==> src/rtl/udsdid_pkg.sv <==
`default_nettype none

package udsdid_pkg;

	// fixed-point format of scale_factor, engineering_bias and the result
	localparam int FRACTION_BITS = 24;

	// configuration port geometry: eight registers, 64-bit data, 8-byte stride
	localparam int NUM_REGS   = 8;
	localparam int DATA_W     = 64;
	localparam int REG_STRIDE = 8;
	localparam int ADDR_W     = $clog2(NUM_REGS * REG_STRIDE);
	localparam int IDX_LSB    = $clog2(REG_STRIDE);

	localparam logic [7:0] POSITIVE_REPLY   = 8'h62;
	localparam logic [3:0] MIN_FRAME_LENGTH = 4'd4;
	localparam logic [3:0] MAX_FRAME_LENGTH = 4'd8;

	// 1.0 in the scale format
	localparam logic [31:0] SCALE_RESET = 32'(64'(1) << FRACTION_BITS);

	// widths along the datapath
	localparam int RAW_W  = 32;
	localparam int ADJ_W  = RAW_W + 2;
	localparam int PROD_W = ADJ_W + 32;
	localparam int SUM_W  = PROD_W + 1;

	typedef enum logic [2:0] {
		REG_DIAG     = 3'd0,
		REG_FRAME_ID = 3'd1,
		REG_DID      = 3'd2,
		REG_FLEN     = 3'd3,
		REG_FOFS     = 3'd4,
		REG_RAW_BIAS = 3'd5,
		REG_SCALE    = 3'd6,
		REG_ENG_BIAS = 3'd7
	} reg_idx_t;

	typedef struct packed {
		logic        definition_is_diagnostic;
		logic [28:0] reply_frame_id;
		logic [15:0] data_identifier;
		logic [2:0]  field_length;
		logic [2:0]  field_offset;
		logic [31:0] raw_bias;
		logic [31:0] scale_factor;
		logic [39:0] engineering_bias;
	} cfg_t;

	// one received frame; byte 0 is not carried
	typedef struct packed {
		logic [28:0]      ident;
		logic [3:0]       length;
		logic [7:1][7:0]  data;
	} frame_t;

	// outcome of the frame checks plus the biased raw field
	typedef struct packed {
		logic             ok;
		logic [ADJ_W-1:0] adj;
	} check_t;

endpackage

`default_nettype wire

==> src/rtl/uds_did_response_decoder.sv <==
// pipeline: a frame taken by start is registered in s1, checked into s2, multiplied
//   into s3, biased and saturated into s4, where done shows it (four register stages)
// throughput: one frame per clock, busy never rises; the slowest path is the
//   34 x 32 signed multiply between the check stage and the bias stage
// reset: arst_n clears the pipeline valids and loads the registers with their
//   defaults (scale 1.0); the receiver cannot stall, each result shows once
`default_nettype none

module uds_did_response_decoder (
	input  wire logic                           clk,
	input  wire logic                           arst_n,

	// config port
	input  wire logic                           psel,
	input  wire logic                           penable,
	input  wire logic                           pwrite,
	input  wire logic [udsdid_pkg::ADDR_W-1:0]  paddr,
	input  wire logic [udsdid_pkg::DATA_W-1:0]  pwdata,
	output logic      [udsdid_pkg::DATA_W-1:0]  prdata,
	output logic                                pready,

	// frame in
	input  wire logic                           start,
	output logic                                busy,
	input  wire logic [28:0]                    frame_ident,
	input  wire logic [3:0]                     frame_length,
	input  wire logic [7:0]                     data_byte_1,
	input  wire logic [7:0]                     data_byte_2,
	input  wire logic [7:0]                     data_byte_3,
	input  wire logic [7:0]                     data_byte_4,
	input  wire logic [7:0]                     data_byte_5,
	input  wire logic [7:0]                     data_byte_6,
	input  wire logic [7:0]                     data_byte_7,

	// result out
	output logic                                done,
	output logic                                accepted,
	output logic signed [63:0]                  signal_value
);

	udsdid_pkg::cfg_t    cfg;
	udsdid_pkg::frame_t  frame_s1;
	udsdid_pkg::check_t  chk_s2;
	logic                valid_s1;
	logic                valid_s2;
	logic                valid_s4;
	logic                ok_s4;
	logic [63:0]         value_s4;

	// every stage moves each cycle, so a new item can enter every clock
	assign busy = 1'b0;

	udsdid_regs u_regs (
		.clk     (clk),
		.arst_n  (arst_n),
		.psel    (psel),
		.penable (penable),
		.pwrite  (pwrite),
		.paddr   (paddr),
		.pwdata  (pwdata),
		.prdata  (prdata),
		.pready  (pready),
		.cfg     (cfg)
	);

	// input register stage
	always_ff @(posedge clk or negedge arst_n) begin
		if (!arst_n) begin
			valid_s1 <= 1'b0;
		end else begin
			valid_s1 <= start & ~busy;
		end
	end

	always_ff @(posedge clk) begin
		frame_s1.ident   <= frame_ident;
		frame_s1.length  <= frame_length;
		frame_s1.data[1] <= data_byte_1;
		frame_s1.data[2] <= data_byte_2;
		frame_s1.data[3] <= data_byte_3;
		frame_s1.data[4] <= data_byte_4;
		frame_s1.data[5] <= data_byte_5;
		frame_s1.data[6] <= data_byte_6;
		frame_s1.data[7] <= data_byte_7;
	end

	// header checks, field gather and raw bias
	udsdid_check u_check (
		.clk      (clk),
		.arst_n   (arst_n),
		.valid_s1 (valid_s1),
		.frame_s1 (frame_s1),
		.cfg      (cfg),
		.valid_s2 (valid_s2),
		.chk_s2   (chk_s2)
	);

	// scale multiply, engineering bias and saturation
	udsdid_mac u_mac (
		.clk      (clk),
		.arst_n   (arst_n),
		.valid_s2 (valid_s2),
		.chk_s2   (chk_s2),
		.cfg      (cfg),
		.valid_s4 (valid_s4),
		.ok_s4    (ok_s4),
		.value_s4 (value_s4)
	);

	assign done         = valid_s4;
	assign accepted     = ok_s4;
	assign signal_value = $signed(value_s4);

endmodule

`default_nettype wire

==> src/rtl/udsdid_regs.sv <==
`default_nettype none

module udsdid_regs (
	input  wire logic                           clk,
	input  wire logic                           arst_n,
	input  wire logic                           psel,
	input  wire logic                           penable,
	input  wire logic                           pwrite,
	input  wire logic [udsdid_pkg::ADDR_W-1:0]  paddr,
	input  wire logic [udsdid_pkg::DATA_W-1:0]  pwdata,
	output logic      [udsdid_pkg::DATA_W-1:0]  prdata,
	output logic                                pready,
	output udsdid_pkg::cfg_t                    cfg
);

	udsdid_pkg::cfg_t     cfg_q;
	udsdid_pkg::reg_idx_t idx;
	logic                 wr_en;

	assign pready = 1'b1;
	assign idx    = udsdid_pkg::reg_idx_t'(paddr[udsdid_pkg::ADDR_W-1:udsdid_pkg::IDX_LSB]);
	assign wr_en  = psel & penable & pwrite & pready;
	assign cfg    = cfg_q;

	always_ff @(posedge clk or negedge arst_n) begin
		if (!arst_n) begin
			cfg_q.definition_is_diagnostic <= 1'b0;
			cfg_q.reply_frame_id           <= '0;
			cfg_q.data_identifier          <= '0;
			cfg_q.field_length             <= '0;
			cfg_q.field_offset             <= '0;
			cfg_q.raw_bias                 <= '0;
			cfg_q.scale_factor             <= udsdid_pkg::SCALE_RESET;
			cfg_q.engineering_bias         <= '0;
		end else if (wr_en) begin
			case (idx)
				udsdid_pkg::REG_DIAG:     cfg_q.definition_is_diagnostic <= pwdata[0];
				udsdid_pkg::REG_FRAME_ID: cfg_q.reply_frame_id           <= pwdata[28:0];
				udsdid_pkg::REG_DID:      cfg_q.data_identifier          <= pwdata[15:0];
				udsdid_pkg::REG_FLEN:     cfg_q.field_length             <= pwdata[2:0];
				udsdid_pkg::REG_FOFS:     cfg_q.field_offset             <= pwdata[2:0];
				udsdid_pkg::REG_RAW_BIAS: cfg_q.raw_bias                 <= pwdata[31:0];
				udsdid_pkg::REG_SCALE:    cfg_q.scale_factor             <= pwdata[31:0];
				udsdid_pkg::REG_ENG_BIAS: cfg_q.engineering_bias         <= pwdata[39:0];
				default: ;
			endcase
		end
	end

	always_comb begin
		case (idx)
			udsdid_pkg::REG_DIAG:     prdata = 64'(cfg_q.definition_is_diagnostic);
			udsdid_pkg::REG_FRAME_ID: prdata = 64'(cfg_q.reply_frame_id);
			udsdid_pkg::REG_DID:      prdata = 64'(cfg_q.data_identifier);
			udsdid_pkg::REG_FLEN:     prdata = 64'(cfg_q.field_length);
			udsdid_pkg::REG_FOFS:     prdata = 64'(cfg_q.field_offset);
			udsdid_pkg::REG_RAW_BIAS: prdata = 64'(cfg_q.raw_bias);
			udsdid_pkg::REG_SCALE:    prdata = 64'(cfg_q.scale_factor);
			udsdid_pkg::REG_ENG_BIAS: prdata = 64'(cfg_q.engineering_bias);
			default:                  prdata = '0;
		endcase
	end

endmodule

`default_nettype wire

==> src/rtl/udsdid_check.sv <==
`default_nettype none

module udsdid_check (
	input  wire logic                clk,
	input  wire logic                arst_n,
	input  wire logic                valid_s1,
	input  wire udsdid_pkg::frame_t  frame_s1,
	input  wire udsdid_pkg::cfg_t    cfg,
	output logic                     valid_s2,
	output udsdid_pkg::check_t       chk_s2
);

	logic [7:0][7:0]                   bytes_c;
	logic [3:0][7:0]                   sel_c;
	logic [3:0]                        len_c;
	logic [3:0]                        start_c;
	logic [4:0]                        end_c;
	logic [udsdid_pkg::RAW_W-1:0]      raw_c;
	logic                              ok_c;
	udsdid_pkg::check_t                chk_c;

	always_comb begin
		bytes_c[0] = 8'h00;
		for (int i = 1; i < 8; i++) begin
			bytes_c[i] = frame_s1.data[i];
		end
		// gather window starts at byte 4 plus the offset, wraps modulo eight bytes
		for (int k = 0; k < 4; k++) begin
			sel_c[k] = bytes_c[cfg.field_offset + udsdid_pkg::MIN_FRAME_LENGTH[2:0] + 3'(k)];
		end
	end

	always_comb begin
		len_c   = (frame_s1.length > udsdid_pkg::MAX_FRAME_LENGTH) ?
			udsdid_pkg::MAX_FRAME_LENGTH : frame_s1.length;
		start_c = udsdid_pkg::MIN_FRAME_LENGTH + {1'b0, cfg.field_offset};
		end_c   = {1'b0, start_c} + {2'b00, cfg.field_length};

		ok_c = cfg.definition_is_diagnostic
			&& (frame_s1.ident == cfg.reply_frame_id)
			&& (len_c >= udsdid_pkg::MIN_FRAME_LENGTH)
			&& (frame_s1.data[1] == udsdid_pkg::POSITIVE_REPLY)
			&& (frame_s1.data[2] == cfg.data_identifier[15:8])
			&& (frame_s1.data[3] == cfg.data_identifier[7:0])
			&& (cfg.field_length inside {[3'd1:3'd4]})
			&& (end_c <= {1'b0, len_c});

		// big-endian field
		case (cfg.field_length)
			3'd1:    raw_c = {24'h0, sel_c[0]};
			3'd2:    raw_c = {16'h0, sel_c[0], sel_c[1]};
			3'd3:    raw_c = {8'h0, sel_c[0], sel_c[1], sel_c[2]};
			3'd4:    raw_c = {sel_c[0], sel_c[1], sel_c[2], sel_c[3]};
			default: raw_c = '0;
		endcase

		chk_c.ok  = ok_c;
		chk_c.adj = ok_c ? ({2'b00, raw_c} + {{2{cfg.raw_bias[31]}}, cfg.raw_bias}) : '0;
	end

	always_ff @(posedge clk or negedge arst_n) begin
		if (!arst_n) begin
			valid_s2 <= 1'b0;
		end else begin
			valid_s2 <= valid_s1;
		end
	end

	always_ff @(posedge clk) begin
		chk_s2 <= chk_c;
	end

endmodule

`default_nettype wire

==> src/rtl/udsdid_mac.sv <==
`default_nettype none

module udsdid_mac (
	input  wire logic                clk,
	input  wire logic                arst_n,
	input  wire logic                valid_s2,
	input  wire udsdid_pkg::check_t  chk_s2,
	input  wire udsdid_pkg::cfg_t    cfg,
	output logic                     valid_s4,
	output logic                     ok_s4,
	output logic [63:0]              value_s4
);

	logic                                  valid_s3;
	logic                                  ok_s3;
	logic signed [udsdid_pkg::PROD_W-1:0]  prod_c;
	logic signed [udsdid_pkg::PROD_W-1:0]  prod_s3;
	logic signed [udsdid_pkg::SUM_W-1:0]   sum_c;
	logic [63:0]                           sat_c;
	logic                                  in_range_c;

	// signed multiply, product is exact in PROD_W bits
	assign prod_c = $signed(chk_s2.adj) * $signed(cfg.scale_factor);

	always_comb begin
		sum_c = {prod_s3[udsdid_pkg::PROD_W-1], prod_s3}
			+ {{(udsdid_pkg::SUM_W-40){cfg.engineering_bias[39]}}, cfg.engineering_bias};
		// fits when all bits above bit 63 repeat the sign
		in_range_c = (sum_c[udsdid_pkg::SUM_W-1:63] == '0)
			|| (sum_c[udsdid_pkg::SUM_W-1:63] == '1);
		if (in_range_c) begin
			sat_c = sum_c[63:0];
		end else if (sum_c[udsdid_pkg::SUM_W-1]) begin
			sat_c = 64'h8000_0000_0000_0000;
		end else begin
			sat_c = 64'h7FFF_FFFF_FFFF_FFFF;
		end
	end

	always_ff @(posedge clk or negedge arst_n) begin
		if (!arst_n) begin
			valid_s3 <= 1'b0;
			valid_s4 <= 1'b0;
			ok_s4    <= 1'b0;
		end else begin
			valid_s3 <= valid_s2;
			valid_s4 <= valid_s3;
			ok_s4    <= valid_s3 & ok_s3;
		end
	end

	always_ff @(posedge clk) begin
		ok_s3    <= chk_s2.ok;
		prod_s3  <= prod_c;
		value_s4 <= ok_s3 ? sat_c : 64'h0;
	end

endmodule

`default_nettype wire

==> config.mk <==
export PLATFORM = sky130hd
export DESIGN_NAME = uds_did_response_decoder
export DESIGN_NICKNAME = d
export VERILOG_FILES = /design/src/rtl/udsdid_pkg.sv /design/src/rtl/uds_did_response_decoder.sv /design/src/rtl/udsdid_regs.sv /design/src/rtl/udsdid_check.sv /design/src/rtl/udsdid_mac.sv
export SDC_FILE = /design/constraint.sdc
export NUM_CORES = 2
export LEC_CHECK = 0
export ABC_CLOCK_PERIOD_IN_PS = 10550
export BUFFER_PORTS_ARGS = -buffer_cell sky130_fd_sc_hd__buf_2
export CORE_MARGIN = 2
export CORE_UTILIZATION = 50
export DETAILED_ROUTE_END_ITERATION = 8
export HOLD_SLACK_MARGIN = 0.06
export PLACE_DENSITY_LB_ADDON = 0.05
export REMOVE_ABC_BUFFERS = 1
export SYNTH_ARGS = -nofsm -noshare
export SYNTH_HDL_FRONTEND = slang
export SYNTH_HIERARCHICAL = 1
export SYNTH_SLANG_ARGS = --single-unit
==> constraint.sdc <==
create_clock -name clk -period 10.55 [get_ports clk]
set_input_delay 2.11 -clock clk [delete_from_list [all_inputs] [get_ports clk]]
set_output_delay 2.11 -clock clk [all_outputs]
set_load 0.005 [all_outputs]
==> results <==
- For this run, the register share of the synthesized area comes to 15.3%.
- The initial utilization of the core area, before any placement, comes to 50.6%.
- The cell area after placement is 62400 sq um.
- The post-CTS repair timing setup buffer count is 0.
- The register clock-pin slew on the reported worst setup and hold paths is 0.06 ns.
- The number of buffer cells added on primary ports is 243.
- In this run the number of H-tree levels came out at 2.
- With fillers left out, the area of the finished cells amounts to 63800 sq um.
- Setup total negative slack on the finished layout was measured at 0 ns.
- The worst setup path is captured at a register.
- After layout, the design draws a total of 5930 uW.
- Leaving out fill and tap cells, the most frequent cell in the layout is fa_1.
- The origin of the worst setup path is u_check/chk_s2[11].
- The count of TritonRoute iterations in the first routing pass is 5.
- The final estimated routing congestion in global placement is 0.947.
- The worst hold slack is 0.331 ns.
- The async set or reset register ratio after synthesis is 38.7%.
- The final global-route overflow total is 0.
- Setup repair after global routing left no endpoint under its margin.
- Summing every instance area after synthesis gives 59900 sq um.
- Entering global routing, the biggest net connects 78 pins.
- After detailed routing, the number of remaining DRC violations is 0.
- The net count of the finished layout is 7879.
- The worst setup path is launched from a register.
- The launch point of the worst reg-to-reg path is u_check/chk_s2[11].
- The endpoint identified for the worst register-to-register timing path is u_mac/prod_s3[58].
- The classification of the worst-slack hold path is reg -> reg.
- Yosys mapped the design onto 103 distinct sky130hd cell types.
- The required arrival time at the worst endpoint is 11.05 ns.
- At the pin with the least slew margin, the transition time is 1.22 ns.
- After detailed routing, the number of vias per cell comes to 5.56.
- The via count of the first global-routing pass is 46300.
- The areal power density over the cells is 92.9 nW/um^2.
- The number of antenna-violating nets in the routed design is 0.
- Leaving out fill and tap cells, the most frequent cells in the layout are fa_1 (1145), inv_1 (1089), nand2_1 (666).
- The die covers 123000 sq um.
- The maximum achievable frequency is 108 MHz.
- In this run the tightest slew margin relative to its limit is 18.5%.
- Of the cells placed in the final design, the portion with a size suffix greater than 1 is 10.3%.
- Counting I/O delays and the setup requirement, the final critical path takes 9.25 ns.
- During I/O placement, the number of pins put on the boundary was 297.
- The analysis attributes to cell leakage a power of 0.0315 uW.
- The critical path endpoint is u_mac/prod_s3[58].
- The clock network latency to the later pin of the worst-skew pair is 0.62 ns.
- Averaged over all synthesized cells, the footprint is 9.64 sq um.
- The warning count from the yosys run is 6.
- The die is 350 um wide.
- Setup violations remaining at the end of the flow were counted as 0.
- Summed over all nets, the half-perimeter wirelength after detailed placement is 146000 um.
- The worst clock skew is 0.0389 ns.
- The clock net in this run drives a total of 416 sinks.
- The number of synthesized register bits is 416.
- The data arrival at the endpoint of the critical path is 9.75 ns.
- The site row count is 126.
- The flow ran to the end, and the final reports show no timing, DRC or antenna violations.
- The number of buffers added to fix hold violations after cts is 0.
- The most used flip-flop cell after synthesis is dfxtp_1.
- The total of max-cap violations is 0.
- The routed via count is 44000.
- Counting flops with a built-in enable in the synthesized netlist gives 0.
- The number of pins with negative max-slew slack in the final report is 0.
- Across every metal layer, demand over resource in global routing totals 30.3%.
- The area growth from synthesis to layout is 6.47%.
- In the synthesized netlist, the number of instances is 6214.
- The final count of hold timing violations was 0.
- By startpoint and endpoint, the worst setup path is classified as reg -> reg.
- The total detailed-routing wirelength is 180000 um.
- The vertical extent of the die is 350 um.
- After layout, the worst path uses 87.7% of the clock period.
- The root cell of the clock tree is clkbuf_16.
- In this run, CTS created clock tree buffers numbering 42.
- TritonCTS built the clock tree.
- In this run the worst path has a maximum fanout of 17.
- The first global-routing pass estimated 279000 um of wire.
- The initial antenna violation count is 9.
- The number of DRC violations after detailed-routing iteration 0 is 3103.
- Measured in cells, the most critical reg-to-reg path has a length of 24.
- The core region is 118000 sq um.
- The flop-to-flop setup slack is 1.30 ns.
- In this run the deepest clock path goes through 3 buffers.
- Dividing the detail-routed wire length by the instance count gives 22.8 um.
- Across the VDD grid, the largest voltage drop is 0.136 mV.
- The post-cts resize count is 0.
kinds of logic after synthesis:
logic type,share of synthesized area [%]
compound gates,8.65
xor+xnor,2.85
buf+inv,9.60
other cells,0.0188
fa+ha+maj,44.5
flops,15.3
mux,5.17
simple gates,14.0
flip-flops by register name, summed over array words and instances (netlist names):
signal,cells
valid_s1,1
u_mac/valid_s4,1
frame_s1,89
u_check/valid_s2,1
u_mac/ok_s3,1
u_mac/ok_s4,1
u_regs/cfg,156
u_check/chk_s2,35
u_mac/prod_s3,66
u_mac/valid_s3,1
u_mac/value_s4,64
stage by stage:
step,instances,utilization (%),setup slack (ns)
global route,7904,53.8,0.961
finish,7910,53.9,1.30
floorplan,5882,-,2.82
global placement,7827,52.7,1.60
CTS,7904,53.8,1.48
detailed placement,7827,52.7,1.54
cell usage after synthesis, types with 58 or more instances:
library cell  count  area, sq um
dfxtp_1         255         5100
nor2_1          192          721
a21oi_1         181          906
nand2_1         666         2500
and2_1          556         3480
o21ai_0         179          896
xnor2_1         112          981
mux2_2          153         1720
fa_1           1145        22900
a21o_1           90          676
dfrtp_1         160         4000
nand3_1          58          290
ha_1            298         3730
inv_1          1089         4090
xor2_1           83          727
clkbuf_1        254          953
area by class of cell:
type                            count  area [sq um]
Inverter                         1092          4100
Antenna cell                        6          15.0
Fill cell                       11000         54600
Clock inverter                     20           204
Multi-Input combinational cell   4374         45100
Tap cell                         1600          2000
Timing Repair Buffer              345          1990
Clock buffer                       57          1190
Sequential cell                   416          9150
layer usage:
layer,track usage (%),part of all wire [%]
met1,42.6,43
met2,49.4,47
met3,3.99,6.7
met4,8.15,2.9
met5,0,0.0055
critical path, cell delays in order (launching register included):
cell and delay, ns:
dfxtp_1 1.11, buf_4 0.41, and2_1 0.21, fa_1 0.44
fa_1 0.53, inv_1 0.05, fa_1 0.47, fa_1 0.52
inv_1 0.05, fa_1 0.61, fa_1 0.47, fa_1 0.55
fa_1 0.45, ha_1 0.42, a21o_1 0.15, a21oi_1 0.08
o311ai_0 0.45, a31oi_1 0.25, o21ai_0 0.43, a21oi_1 0.11
o21ai_0 0.19, o22ai_1 0.20, o21ai_1 0.55, a22oi_1 0.12
o311ai_0 0.31
where the power goes:
group          leakage [uW]  total (uW)  switching [uW]  internal, uW
Clock              0.000669        1550             711           834
Sequential          0.00414        2090             344          1740
Combinational        0.0267        2290            1440           857
worst min path at each step:
stage             endpoint  slack, ns               start  cells after the start
2_1_floorplan  u_mac/ok_s3       0.31  u_check/chk_s2[34]                      0
3_3_place_gp   u_mac/ok_s3       0.31  u_check/chk_s2[34]                      0
3_5_place_dp   u_mac/ok_s3       0.32  u_check/chk_s2[34]                      0
4_1_cts        u_mac/ok_s3       0.33  u_check/chk_s2[34]                      0
5_1_grt        u_mac/ok_s3       0.35  u_check/chk_s2[34]                      0
6_report       u_mac/ok_s3       0.33  u_check/chk_s2[34]                      0
(Power assumes the default switching activity.)
